## src/rtl/wdtkr_pkg.sv

```systemverilog
`timescale 1ns / 1ps
// ----------------------------------------------------------------------------
// Keyed watchdog timer package
// Shared types, register codes, keys and prescaler widths.
// ----------------------------------------------------------------------------
package wdtkr_pkg;

   // Prescaler base divisor is a power of two: 1 << BASE_LOG2.
   localparam int BASE_LOG2    = 5;
   localparam int BASE_DIVISOR = 1 << BASE_LOG2;

   // Clock select adds up to seven more bits to the prescaler period.
   localparam int CKS_W   = 3;
   localparam int CKS_MAX = (1 << CKS_W) - 1;

   // Remainder stays below BASE_DIVISOR << CKS_MAX.
   localparam int REM_W   = BASE_LOG2 + CKS_MAX;
   localparam int CYC_W   = 16;
   localparam int WIDE_W  = ((REM_W > CYC_W) ? REM_W : CYC_W) + 1;
   localparam int SHIFT_W = $clog2(BASE_LOG2 + CKS_MAX + 1);

   localparam int DATA_W = 16;
   localparam int BYTE_W = 8;

   // Write keys carried in the high byte of the write word.
   localparam logic [BYTE_W-1:0] KEY_CNT = 8'h5A;
   localparam logic [BYTE_W-1:0] KEY_CSR = 8'hA5;

   // Control/status bit positions.
   localparam int CS_TME  = 7;
   localparam int CS_WTIT = 6;
   localparam int CS_WOVF = 4;
   localparam int CS_IOVF = 3;

   // Register select codes.
   localparam logic SEL_COUNT = 1'b0;
   localparam logic SEL_CSR   = 1'b1;

   typedef enum logic [1:0] {
      KIND_READ  = 2'd0,
      KIND_WRITE = 2'd1,
      KIND_TICK  = 2'd2
   } kind_type;

   typedef struct packed {
      kind_type            kind;
      logic                reg_select;
      logic [DATA_W-1:0]   write_data;
      logic                full_width;
      logic [CYC_W-1:0]    cycles;
   } item_type;

   typedef struct packed {
      logic [BYTE_W-1:0] read_data;
      logic              write_taken;
      logic              interval_interrupt;
      logic              watchdog_overflow;
   } result_type;

endpackage

```

## src/rtl/wdtkr_exec.sv

```systemverilog
`timescale 1ns / 1ps
// ----------------------------------------------------------------------------
// Keyed watchdog timer execution unit
// Holds the counter, control/status and prescaler remainder, and works out
// the result of one registered item in a single combinational pass.
// ----------------------------------------------------------------------------
module wdtkr_exec (
   input  logic                  clock,
   input  logic                  reset,
   input  logic                  fire,
   input  wdtkr_pkg::item_type   item,
   output wdtkr_pkg::result_type result
);

   logic [wdtkr_pkg::BYTE_W-1:0]  up_count_ff, up_count_in;
   logic [wdtkr_pkg::BYTE_W-1:0]  control_status_ff, control_status_in;
   logic [wdtkr_pkg::REM_W-1:0]   remainder_ff, remainder_in;

   logic [wdtkr_pkg::BYTE_W-1:0]  wr_key;
   logic [wdtkr_pkg::BYTE_W-1:0]  wr_val;
   logic [wdtkr_pkg::SHIFT_W-1:0] shift;
   logic [wdtkr_pkg::WIDE_W-1:0]  total;
   logic [wdtkr_pkg::WIDE_W-1:0]  periods;
   logic [wdtkr_pkg::WIDE_W-1:0]  rem_mask;
   logic [wdtkr_pkg::WIDE_W:0]    sum;
   logic                          wrap;

   // Prescaler arithmetic: the period is a power of two, so divide is a shift.
   assign wr_key   = item.write_data[wdtkr_pkg::DATA_W-1:wdtkr_pkg::BYTE_W];
   assign wr_val   = item.write_data[wdtkr_pkg::BYTE_W-1:0];
   assign shift    = wdtkr_pkg::SHIFT_W'(wdtkr_pkg::BASE_LOG2)
                   + wdtkr_pkg::SHIFT_W'(control_status_ff[wdtkr_pkg::CKS_W-1:0]);
   assign total    = wdtkr_pkg::WIDE_W'(remainder_ff) + wdtkr_pkg::WIDE_W'(item.cycles);
   assign periods  = total >> shift;
   assign rem_mask = ~({wdtkr_pkg::WIDE_W{1'b1}} << shift);
   assign sum      = {1'b0, periods} + (wdtkr_pkg::WIDE_W + 1)'(up_count_ff);
   assign wrap     = |sum[wdtkr_pkg::WIDE_W:wdtkr_pkg::BYTE_W];

   // Decode the item and form both the result and the next state.
   always_comb begin
      up_count_in       = up_count_ff;
      control_status_in = control_status_ff;
      remainder_in      = remainder_ff;
      result            = '0;
      unique case (item.kind)
         wdtkr_pkg::KIND_READ: begin
            result.read_data = (item.reg_select == wdtkr_pkg::SEL_CSR)
                             ? control_status_ff : up_count_ff;
         end
         wdtkr_pkg::KIND_WRITE: begin
            if (item.full_width) begin
               if (item.reg_select == wdtkr_pkg::SEL_COUNT) begin
                  if (wr_key == wdtkr_pkg::KEY_CNT) begin
                     up_count_in        = wr_val;
                     remainder_in       = '0;
                     result.write_taken = 1'b1;
                  end
               end else if (wr_key == wdtkr_pkg::KEY_CSR) begin
                  // A rising enable restarts the prescaler.
                  if (!control_status_ff[wdtkr_pkg::CS_TME] && wr_val[wdtkr_pkg::CS_TME]) begin
                     remainder_in = '0;
                  end
                  control_status_in  = wr_val;
                  result.write_taken = 1'b1;
               end
            end
         end
         wdtkr_pkg::KIND_TICK: begin
            if (control_status_ff[wdtkr_pkg::CS_TME]) begin
               remainder_in = wdtkr_pkg::REM_W'(total & rem_mask);
               up_count_in  = sum[wdtkr_pkg::BYTE_W-1:0];
               if (wrap) begin
                  if (control_status_ff[wdtkr_pkg::CS_WTIT]) begin
                     control_status_in[wdtkr_pkg::CS_WOVF] = 1'b1;
                     result.watchdog_overflow              = 1'b1;
                  end else begin
                     control_status_in[wdtkr_pkg::CS_IOVF] = 1'b1;
                     result.interval_interrupt             = 1'b1;
                  end
               end
            end
         end
         default: begin
            result = '0;
         end
      endcase
   end

   // Architectural state changes only when the item moves to the result register.
   always_ff @(posedge clock) begin
      if (reset) begin
         up_count_ff       <= '0;
         control_status_ff <= '0;
         remainder_ff      <= '0;
      end else if (fire) begin
         up_count_ff       <= up_count_in;
         control_status_ff <= control_status_in;
         remainder_ff      <= remainder_in;
      end
   end

endmodule

```

## src/rtl/watchdog_timer_keyed_registers.sv

```systemverilog
`timescale 1ns / 1ps
// ----------------------------------------------------------------------------
// Keyed watchdog timer
// Each request passes through the input register, then the result register,
// before its response is valid; a response stall holds both registers.
// Throughput: one item per cycle unless rsp_stall holds the response. Reset
// clears the counter, control/status, prescaler remainder and valids.
// ----------------------------------------------------------------------------
module watchdog_timer_keyed_registers (
   input  logic        clock,
   input  logic        reset,
   input  logic        req_valid,
   output logic        req_stall,
   input  logic [1:0]  req_kind,
   input  logic        req_reg_select,
   input  logic [15:0] req_write_data,
   input  logic        req_full_width,
   input  logic [15:0] req_cycles,
   output logic        rsp_valid,
   input  logic        rsp_stall,
   output logic [7:0]  rsp_read_data,
   output logic        rsp_write_taken,
   output logic        rsp_interval_interrupt,
   output logic        rsp_watchdog_overflow
);

   logic                  in_valid_ff;
   wdtkr_pkg::item_type   in_item_ff;
   logic                  rsp_valid_ff;
   wdtkr_pkg::result_type rsp_result_ff;
   wdtkr_pkg::result_type exec_result;
   logic                  advance;
   logic                  take;

   // The result register loads when empty or when its transfer completes.
   assign advance   = in_valid_ff && (!rsp_valid_ff || !rsp_stall);
   assign req_stall = in_valid_ff && !advance;
   assign take      = req_valid && !req_stall;

   // Input register.
   always_ff @(posedge clock) begin
      if (reset) begin
         in_valid_ff <= 1'b0;
      end else if (take) begin
         in_valid_ff <= 1'b1;
      end else if (advance) begin
         in_valid_ff <= 1'b0;
      end
   end

   always_ff @(posedge clock) begin
      if (take) begin
         in_item_ff.kind       <= wdtkr_pkg::kind_type'(req_kind);
         in_item_ff.reg_select <= req_reg_select;
         in_item_ff.write_data <= req_write_data;
         in_item_ff.full_width <= req_full_width;
         in_item_ff.cycles     <= req_cycles;
      end
   end

   // Timer state and single-pass item evaluation.
   wdtkr_exec u_exec (
      .clock  (clock),
      .reset  (reset),
      .fire   (advance),
      .item   (in_item_ff),
      .result (exec_result)
   );

   // Result register.
   always_ff @(posedge clock) begin
      if (reset) begin
         rsp_valid_ff <= 1'b0;
      end else if (advance) begin
         rsp_valid_ff <= 1'b1;
      end else if (!rsp_stall) begin
         rsp_valid_ff <= 1'b0;
      end
   end

   always_ff @(posedge clock) begin
      if (advance) begin
         rsp_result_ff <= exec_result;
      end
   end

   assign rsp_valid              = rsp_valid_ff;
   assign rsp_read_data          = rsp_result_ff.read_data;
   assign rsp_write_taken        = rsp_result_ff.write_taken;
   assign rsp_interval_interrupt = rsp_result_ff.interval_interrupt;
   assign rsp_watchdog_overflow  = rsp_result_ff.watchdog_overflow;

endmodule
```

## config.mk

```make
export PLATFORM = sky130hd
export DESIGN_NAME = watchdog_timer_keyed_registers
export DESIGN_NICKNAME = d
export VERILOG_FILES = /design/src/rtl/wdtkr_pkg.sv /design/src/rtl/wdtkr_exec.sv /design/src/rtl/watchdog_timer_keyed_registers.sv
export SDC_FILE = /design/constraint.sdc
export NUM_CORES = 1
export LEC_CHECK = 0
export ABC_CLOCK_PERIOD_IN_PS = 4200
export BUFFER_PORTS_ARGS = -buffer_cell sky130_fd_sc_hd__buf_2
export CAP_MARGIN = 30
export CORE_UTILIZATION = 45
export DETAILED_ROUTE_END_ITERATION = 10
export GPL_TIMING_DRIVEN = 1
export PLACE_DENSITY = 0.66
export SLEW_MARGIN = 20
export SYNTH_ARGS = -nofsm -noshare
export SYNTH_HDL_FRONTEND = slang
export SYNTH_HIERARCHICAL = 1
export SYNTH_SLANG_ARGS = --single-unit
export TNS_END_PERCENT = 10
```

## constraint.sdc

```tcl
create_clock -name clock -period 4.2 [get_ports clock]
set_input_delay 0.63 -clock clock [delete_from_list [all_inputs] [get_ports clock]]
set_output_delay 0.63 -clock clock [all_outputs]
set_load 0.03 [all_outputs]
```

* After elaboration in Yosys (flattened, before gate mapping) *
Index checks and enable logic that the tools add are counted.

cells by class
  add/sub/neg operators = 3
  equal/unequal tests = 17
  shifts and indexed selects = 2
  multiplexer cells = 30
  bitwise gates (word level) = 2
  reduce and logical (&&, ||, !) cells = 21

operator list
  kind                                                  count
  2-to-1 mux 12 bit                                     6
  2-to-1 mux 8 bit                                      5
  one-hot mux 12 bit (2 select lines)                   1
  adder 17 x 8 -> 18 bit                                1
  adder 12 x 16 -> 17 bit                               1
  left shift 17 x 4 -> 12 bit (first input constant)    1
  right shift 17 x 4 -> 17 bit                          1
  one-hot mux 8 bit (2 select lines)                    1
  AND reduction 8 bit                                   2
  2-to-1 mux 5 bit                                      3
  bitwise AND 12 bit                                    1
  != test 2 x 1 -> 1 bit (second input constant)        6
  inverter 12 bit                                       1
  2-to-1 mux 1 bit                                      11
  OR reduction 10 bit                                   1
  != test 3 x 2 -> 1 bit (second input constant)        3
  equality test 8 x 7 -> 1 bit (second input constant)  1
  equality test 8 bit (second input constant)           1
  != test 2 bit (second input constant)                 4
  AND reduction 7 bit                                   1
  AND reduction 6 bit                                   1
  logical NOT 1 bit                                     5
  AND reduction 5 bit                                   1
  adder 3 x 3 -> 4 bit (first input constant)           1
  other kinds (10)                                      15

word-level totals
  register bits after elaboration = 77
  input port bits = 40

* Logic depth before layout (Yosys ltp) *
Gate-level depths: netlist of the first run.

  word-level depth = 8
  depth in mapped cells = 21
  depth with buffers taken out = 21

* By module *
Netlist of the first run, hierarchy kept.

modules (own cells, without submodules)
  module                          instances  cells an instance  area each (sq um)  sequential area each (sq um)
  wdtkr_exec                      1          390                2,969.1            560.5
  watchdog_timer_keyed_registers  1          57                 1,497.7            1,451.4

* Least setup slack after synthesis of the first run *
Ideal clock, no wire load.

  kind = register to register
  from = reg in_item_ff[0] (netlist bit)
  to = reg rsp_result_ff, in the netlist rsp_interval_interrupt, data pin
  arrival = 4,184 ps
  required time = 3,941 ps
  path slack = -243 ps
  stages on the path, launching flop included = 19
  cells stage by stage = edfxtp_1 -> ha_1 -> inv_1 -> fa_1 -> or2b_1 -> a21oi_1 -> o211ai_1 -> a21oi_1 -> xor2_1 -> mux4_2 -> mux2_2 -> ha_1 -> or3_1 -> o211a_1 -> o31a_1 -> a311o_1 -> a31oi_1 -> o2111a_2 -> nor3_2

on the way
  word-level cells in the longest chain between the ends = 5

ends and longest elaborated chain
  what                           RTL line                              text
  from (decl)                    watchdog_timer_keyed_registers.sv:28  wdtkr_pkg::item_type in_item_ff;
  adder 12 x 16 -> 17 bit        wdtkr_exec.sv:33                      assign total = wdtkr_pkg::WIDE_W'(remainder_ff) + wdtkr_pkg::WIDE_W'(item.cycles);
  right shift 17 x 4 -> 17 bit   wdtkr_exec.sv:34                      assign periods = total >> shift;
  adder 17 x 8 -> 18 bit         wdtkr_exec.sv:36                      assign sum = {1'b0, periods} + (wdtkr_pkg::WIDE_W + 1)'(up_count_ff);
  OR reduction 10 bit            wdtkr_exec.sv:37                      assign wrap = |sum[wdtkr_pkg::WIDE_W:wdtkr_pkg::BYTE_W];
  AND reduction 3 bit (no line)  --
  to (signal assigned)           watchdog_timer_keyed_registers.sv:83  rsp_result_ff <= exec_result;
  to (decl)                      watchdog_timer_keyed_registers.sv:30  wdtkr_pkg::result_type rsp_result_ff;

Every way passes these cells.
A chain may end at the register's enable or synchronous reset.

* Final worst setup path of the first run *
  from = reg in_item_ff[0] (netlist bit)
  to = reg rsp_result_ff, in the netlist rsp_watchdog_overflow, data pin

Same word-level chain as after synthesis.

==> results of run 1 <==
report_power, final:
part           leakage, nW  switching (W)  total (W)  internal [W]
combinational         1.51      0.0000972   0.000187     0.0000900
clock               0.0877       0.000301   0.000522      0.000221
sequential           0.694      0.0000175   0.000848      0.000831
total                 2.29       0.000416    0.00156       0.00114
cells in the mapped netlist (all sizes together), types with 4 or more instances:
master / n
xor2: 7
nor2: 48
o21a: 4
o21ai: 15
and2: 4
a21o: 6
clkbuf: 16
edfxtp: 47
a211oi: 10
ha: 24
nand2b: 7
dfxtp: 30
inv: 13
a311oi: 5
xnor2: 8
o211ai: 6
o2111ai: 4
nand2: 41
mux2: 6
or3: 5
mux2i: 24
nand3: 12
a21oi: 39
nor3: 9
flip-flops by register name, indices dropped and copies added (netlist names):
signal	cells
in_item_ff	36
u_exec/remainder_ff	12
rsp_read_data	8
u_exec/control_status_ff	8
u_exec/up_count_ff	8
in_valid_ff	1
rsp_interval_interrupt	1
rsp_valid	1
rsp_watchdog_overflow	1
rsp_write_taken	1
worst paths after layout:
kind	from	to	slack [ns]	cells after the start
worst min register to register	u_exec/remainder_ff[0]	u_exec/remainder_ff[0]	0.46	2
worst max-delay path	in_item_ff[0]	rsp_watchdog_overflow	-0.42	21
worst min-delay path	req_cycles[11]	in_item_ff[11]	0.44	1
worst max register to register	in_item_ff[0]	rsp_watchdog_overflow	-0.42	21
per-stage QoR:
stage	instance area (um2)	std cells	hold slack [ns]	setup slack (ns)	power, W
global placement	5270	664	0.4408	-0.3194	0.001030
global route	5695	694	0.4241	-0.6355	0.001625
floorplan	4513	447	0.4343	-0.04122	0.0009607
CTS	5550	690	0.4272	-0.3597	0.001565
detailed placement	5270	664	0.4517	-0.4139	0.001035
finish	5695	694	0.4393	-0.4173	0.001558
per-layer routing:
metal  wire length, um  global-route usage, %
met3               561                  4.279
met5                 0                      0
met4               204                  8.250
met1              4660                  26.67
met2              5201                  36.23
cells in the final DEF (no fill, tap or decap), drive strengths merged, types with 7 or more instances in the layout:
master,count
nand3,12
a21oi,39
inv,15
nor2,48
edfxtp,47
clkbuf,9
o21ai,15
nor3,9
buf,122
nand2,41
dfxtp,30
xor2,7
ha,24
xnor2,8
nand2b,7
mux2i,24
a211oi,10
critical path: stages (launching register included):
cell,delay [ns]
edfxtp_1,0.34
ha_2,0.18
inv_2,0.04
fa_2,0.38
or2b_1,0.26
a21oi_2,0.19
o211ai_1,0.18
nand2_1,0.17
xor2_2,0.10
mux2i_2,0.22
mux2i_1,0.15
a21o_1,0.19
ha_2,0.18
fa_2,0.35
a211oi_2,0.24
nor2_2,0.06
o211a_1,0.25
o31a_1,0.11
a311o_1,0.27
a31oi_1,0.15
o2111a_2,0.30
nor3b_2,0.06
repair_timing:
| item | CTS | global route |
|---|---|---|
| gates resized for setup | 8 | 21 |
| pin swaps | 22 | 20 |
| setup buffers | 10 | 4 |
| endpoints found under the setup margin | 6 | 8 |
logic make-up after synthesis:
group	count (synthesis)	synth area share [%]
simple gates	149	16.25
fa+ha+maj	26	7.619
xor+xnor	15	2.941
compound gates	115	17.51
flops	77	45.04
mux	31	7.395
buf+inv	34	3.249
layout make-up:
class | count | area share [%]
flip-flops and latches | 77 | 35.35
repair buffers | 122 | 14.21
well taps | 129 | 2.834
clock inverters | 7 | 1.011
multi-input cells | 336 | 43.50
clock buffers | 9 | 2.175
inverters | 14 | 0.9227
==> metrics.csv, run 1 <==
metric,value,unit
status,finished with violations,
failing checks,setup timing,
post-route setup TNS,-1.557,ns
Vias/cell,5.548,
synth-to-layout area growth,27.51,%
Final Skew,0.01434,ns
Synth cell types,69,
via count,3850,
VDD IR max,0.1759,mV
Hold Buf Count CTS,0,
pwr dens,273.5,nW/um2
core area,9415,um2
fill count,788,
antenna violations before repair,0,
first-pass GRT wire length,16920,um
largest net degree at the start of global routing,37,
post-route setup slack,-0.4173,ns
RSZ-0062 raised after global routing,true,
crit path launch type,flop,
die width,101.6,um
"Top FF cell, synth",edfxtp_1,
CTS buffer count,9,
"EDFF count, synth",47,
drt total wl,10630,um
area occupied by registers,2013,um2
DP Wirelength,7588,um
starting density of the core,47.44,%
synth top area cells,"edfxtp_1 (32%), dfxtp_1 (13%), ha_1 (6.7%), mux2i_1 (5.4%), a21oi_1 (4.3%)",
TritonCTS sink count,77,
Total Nets Final,626,
Netlist Area Pre-Place,4467,um2
number of detailed-route iterations in the first pass,5,
WP data arrival,4.73,ns
die area,10330,um2
vias in the first global route,3672,
sequential-to-total area share from yosys stat,45.04,%
Mapped Cells,447,
Static Leak,2.287,nW
Final Max Tran Viols,0,
GPL Wtd Cong,0.9390,
Slew @ Worst Pin,0.8214,ns
Tmin final,4.617,ns
GRT Overall Usage,21.33,%
final count of hold timing violations,0,
FP Rows,35,
Worst EP required,4.32,ns
Root Buffer,clkbuf_8,
CTS max path bufs,2,
fin crit share,109.9,%
crit-path max FO,4,
layout cells sized above 1,33.98,%
CP Capture Type,flop,
Final ANT Viol Nets,0,
setup violators final,5,
WL/cell,15.31,um
Yosys top cell by area,edfxtp_1,
CTS tree,built,
gr ovfl total,0,
I/O pin count,53,
Syn Area/Cell,9.993,um2
starting DRC count in detailed routing,234,
CTS H-tree lvls,3,
register bit count reported by yosys,77,
Post-Syn Nets,513,
Die Span Y,101.6,um
post-synthesis async set-or-reset flop share,0,%
# diodes,0,
Finished Core Util,60.49,%
I/O Buffers,52,
max-cap viol count,0,
"Reg clk slew, reported paths",0.09,ns
Synth top area share,31.60,%
area used by multi-input combinational logic,2477,um2
fmax,216.6,MHz
Critical Setup Path Class,reg -> reg,
DRC Markers,0,
Hold WC Path Type,in -> reg,
yosys warns,6,
relative slew slack,44.98,%
Clock Latency Late Sink,0.36,ns
Power figures use the tool's default switching activity.
==> inputs of run 2 (changes only) <==
- SKIP_CTS_REPAIR_TIMING: not set -> 1
==> metrics.csv, run 2 (synthesis gave the netlist of run 1 again) <==
metric,value,unit,change
Die Span Y,101.6,um,unchanged
Layout Cells excl Fill,687,,was 694
failing checks,setup timing,,unchanged
biggest regs,"in_item_ff (36), u_exec/remainder_ff (12)",,unchanged
DP Wirelength,7588,um,unchanged
most frequent cells in the layout,"buf_4 (62), buf_2 (52), edfxtp_1 (47)",,"was buf_4 (68), buf_2 (52), edfxtp_1 (47)"
crit path launch type,flop,,unchanged
relative slew slack,44.30,%,was 44.98%
VDD IR max,0.1740,mV,was 0.1759 mV
Total Nets Final,619,,was 626
CTS buffer count,9,,unchanged
Vias/cell,5.553,,was 5.548
drt total wl,10520,um,was 10630 um
"reg-to-reg slack, setup",-0.47,ns,was -0.42 ns
I/O pin count,53,,unchanged
crit-path max FO,4,,unchanged
Reg-to-Reg Start,in_item_ff[0],,unchanged
"most common cell after layout, fill and taps aside",buf_4,,unchanged
Root Buffer,clkbuf_8,,unchanged
status,finished with violations,,unchanged
Final ANT Viol Nets,0,,unchanged
Critical Setup Path Class,reg -> reg,,unchanged
# diodes,0,,unchanged
gr ovfl total,0,,unchanged
TritonCTS sink count,77,,unchanged
CP Capture Type,flop,,unchanged
first-pass GRT wire length,16530,um,was 16920 um
via count,3815,,was 3850
worst r2r dst,rsp_watchdog_overflow,,unchanged
critical path cell sequence,ha_2 > inv_2 > fa_2 > or2b_1 > a21oi_2 > nand2b_4 > a21boi_0 > xnor2_1 > buf_4 > mux2_2 > mux2i_1 > mux2i_2 > buf_4 > fa_2 > a211oi_2 > nor2_1 > o211a_1 > o31a_1 > a311o_1 > a31oi_1 > o2111a_2 > nor3b_2,,was ha_2 > inv_2 > fa_2 > or2b_1 > a21oi_2 > o211ai_1 > nand2_1 > xor2_2 > mux2i_2 > mux2i_1 > a21o_1 > ha_2 > fa_2 > a211oi_2 > nor2_2 > o211a_1 > o31a_1 > a311o_1 > a31oi_1 > o2111a_2 > nor3b_2
flip-flop count of the largest register after layout,36,,unchanged
core area,9415,um2,unchanged
die area,10330,um2,unchanged
fin crit share,111.3,%,was 109.9%
family with the most delay on the worst path,compound AO/OA/AOI/OAI gates,,unchanged
Final Max Tran Viols,0,,unchanged
Worst EP required,4.32,ns,about the same
synth-to-layout area growth,25.77,%,was 27.51%
starting DRC count in detailed routing,245,,was 234
Tmin final,4.673,ns,was 4.617 ns
FP Rows,35,,unchanged
RSZ-0062 raised after global routing,true,,unchanged
antenna violations before repair,0,,unchanged
vias in the first global route,3587,,was 3672
DRC Markers,0,,unchanged
Largest Register,in_item_ff,,unchanged
WL/cell,15.31,um,about the same
final count of hold timing violations,0,,unchanged
CP endpoint,rsp_watchdog_overflow,,unchanged
layout cells sized above 1,32.44,%,was 33.98%
Hold WC Path Type,in -> reg,,unchanged
starting density of the core,47.44,%,unchanged
Slew @ Worst Pin,0.8317,ns,was 0.8214 ns
Clock Latency Late Sink,0.35,ns,was 0.36 ns
Static Leak,2.225,nW,was 2.287 nW
CTS tree,built,,unchanged
Final Skew,0.01349,ns,was 0.01434 ns
WP data arrival,4.79,ns,was 4.73 ns
die width,101.6,um,unchanged
max-cap viol count,0,,unchanged
CP Launch Point,in_item_ff[0],,unchanged
fmax,214.0,MHz,was 216.6 MHz
setup violators final,5,,unchanged
pwr dens,276.1,nW/um2,was 273.5 nW/um2
post-route setup TNS,-1.718,ns,was -1.557 ns
CP bufs+invs,3,,was 1
fill count,808,,was 788
CTS H-tree lvls,3,,unchanged
CTS max path bufs,2,,unchanged
"slowest stage cell, crit path",fa_2,,unchanged
"Reg clk slew, reported paths",0.09,ns,about the same
worst reg-to-reg path cell count,22,,was 21
I/O Buffers,52,,unchanged
post-route setup slack,-0.4726,ns,was -0.4173 ns
GPL Wtd Cong,0.9390,,unchanged
largest net degree at the start of global routing,37,,unchanged
number of detailed-route iterations in the first pass,5,,unchanged
"Largest stage delay, worst path",0.35,ns,was 0.38 ns
placed cells,664,,unchanged
Crit. path cell count,22,,was 21
GRT Overall Usage,20.90,%,was 21.33%
## run 2: power by group
part           leakage [nW]  switching, W  internal [W]
Clock                0.0877      0.000300      0.000221
Combinational          1.44     0.0000958     0.0000858
Sequential            0.694     0.0000175      0.000831
Total                  2.23      0.000413       0.00114
## run 2: worst reg2reg max path: cells and delay by family, from the launching register on
family / cells / cell delay (ns)
DFF: 1 / 0.34
AOI/OAI and AO/OA: 8 / 1.60
adders and majority gates: 3 / 0.87
and+or+nand+nor: 4 / 0.57
muxes: 3 / 0.56
xor gates and xnor gates: 1 / 0.17
buffers and inverters: 3 / 0.35
## run 2: per-stage QoR
step / hold WS (ns) / instance area [um2] / power, W / setup slack (ns) / util (%)
floorplan: 0.4343 / 4513 / 0.0009607 / -0.04122 / -
global placement: 0.4408 / 5270 / 0.001030 / -0.3194 / 55.97
detailed placement: 0.4517 / 5270 / 0.001035 / -0.4139 / 55.97
CTS: 0.4272 / 5451 / 0.001558 / -0.4310 / 57.90
global route: 0.4241 / 5618 / 0.001618 / -0.6795 / 59.67
finish: 0.4430 / 5618 / 0.001551 / -0.4726 / 59.67
## run 2: how the worst min path moves through the flow
stage | from | endpoint | slack [ns] | cells after the start
6_report | req_cycles[11] | in_item_ff[11] | 0.44 | 1
3_5_place_dp | u_exec/remainder_ff[0] | u_exec/remainder_ff[0] | 0.45 | 2
4_1_cts | req_cycles[11] | in_item_ff[11] | 0.43 | 1
5_1_grt | req_write_data[5] | in_item_ff[22] | 0.42 | 1
3_3_place_gp | u_exec/remainder_ff[0] | u_exec/remainder_ff[0] | 0.44 | 2
2_1_floorplan | u_exec/remainder_ff[0] | u_exec/remainder_ff[0] | 0.43 | 2
## run 2: final cells by class
cell class	instances	area, um2	share of cell area [%]
multi-input cells	336	2456	43.72
clock buffers	9	123.9	2.205
well taps	129	161.4	2.873
clock inverters	7	57.56	1.024
repair buffers	115	753.2	13.41
flip-flops and latches	77	2013	35.84
inverters	14	52.55	0.9354
## run 2: layer usage
layer	global-route usage [%]	vias up	wire length (um)
met5	0	-	0
met4	7.135	0	108
met3	4.348	8	515
met2	35.81	107	5217
met1	26.13	1825	4675
li1	-	1875	-
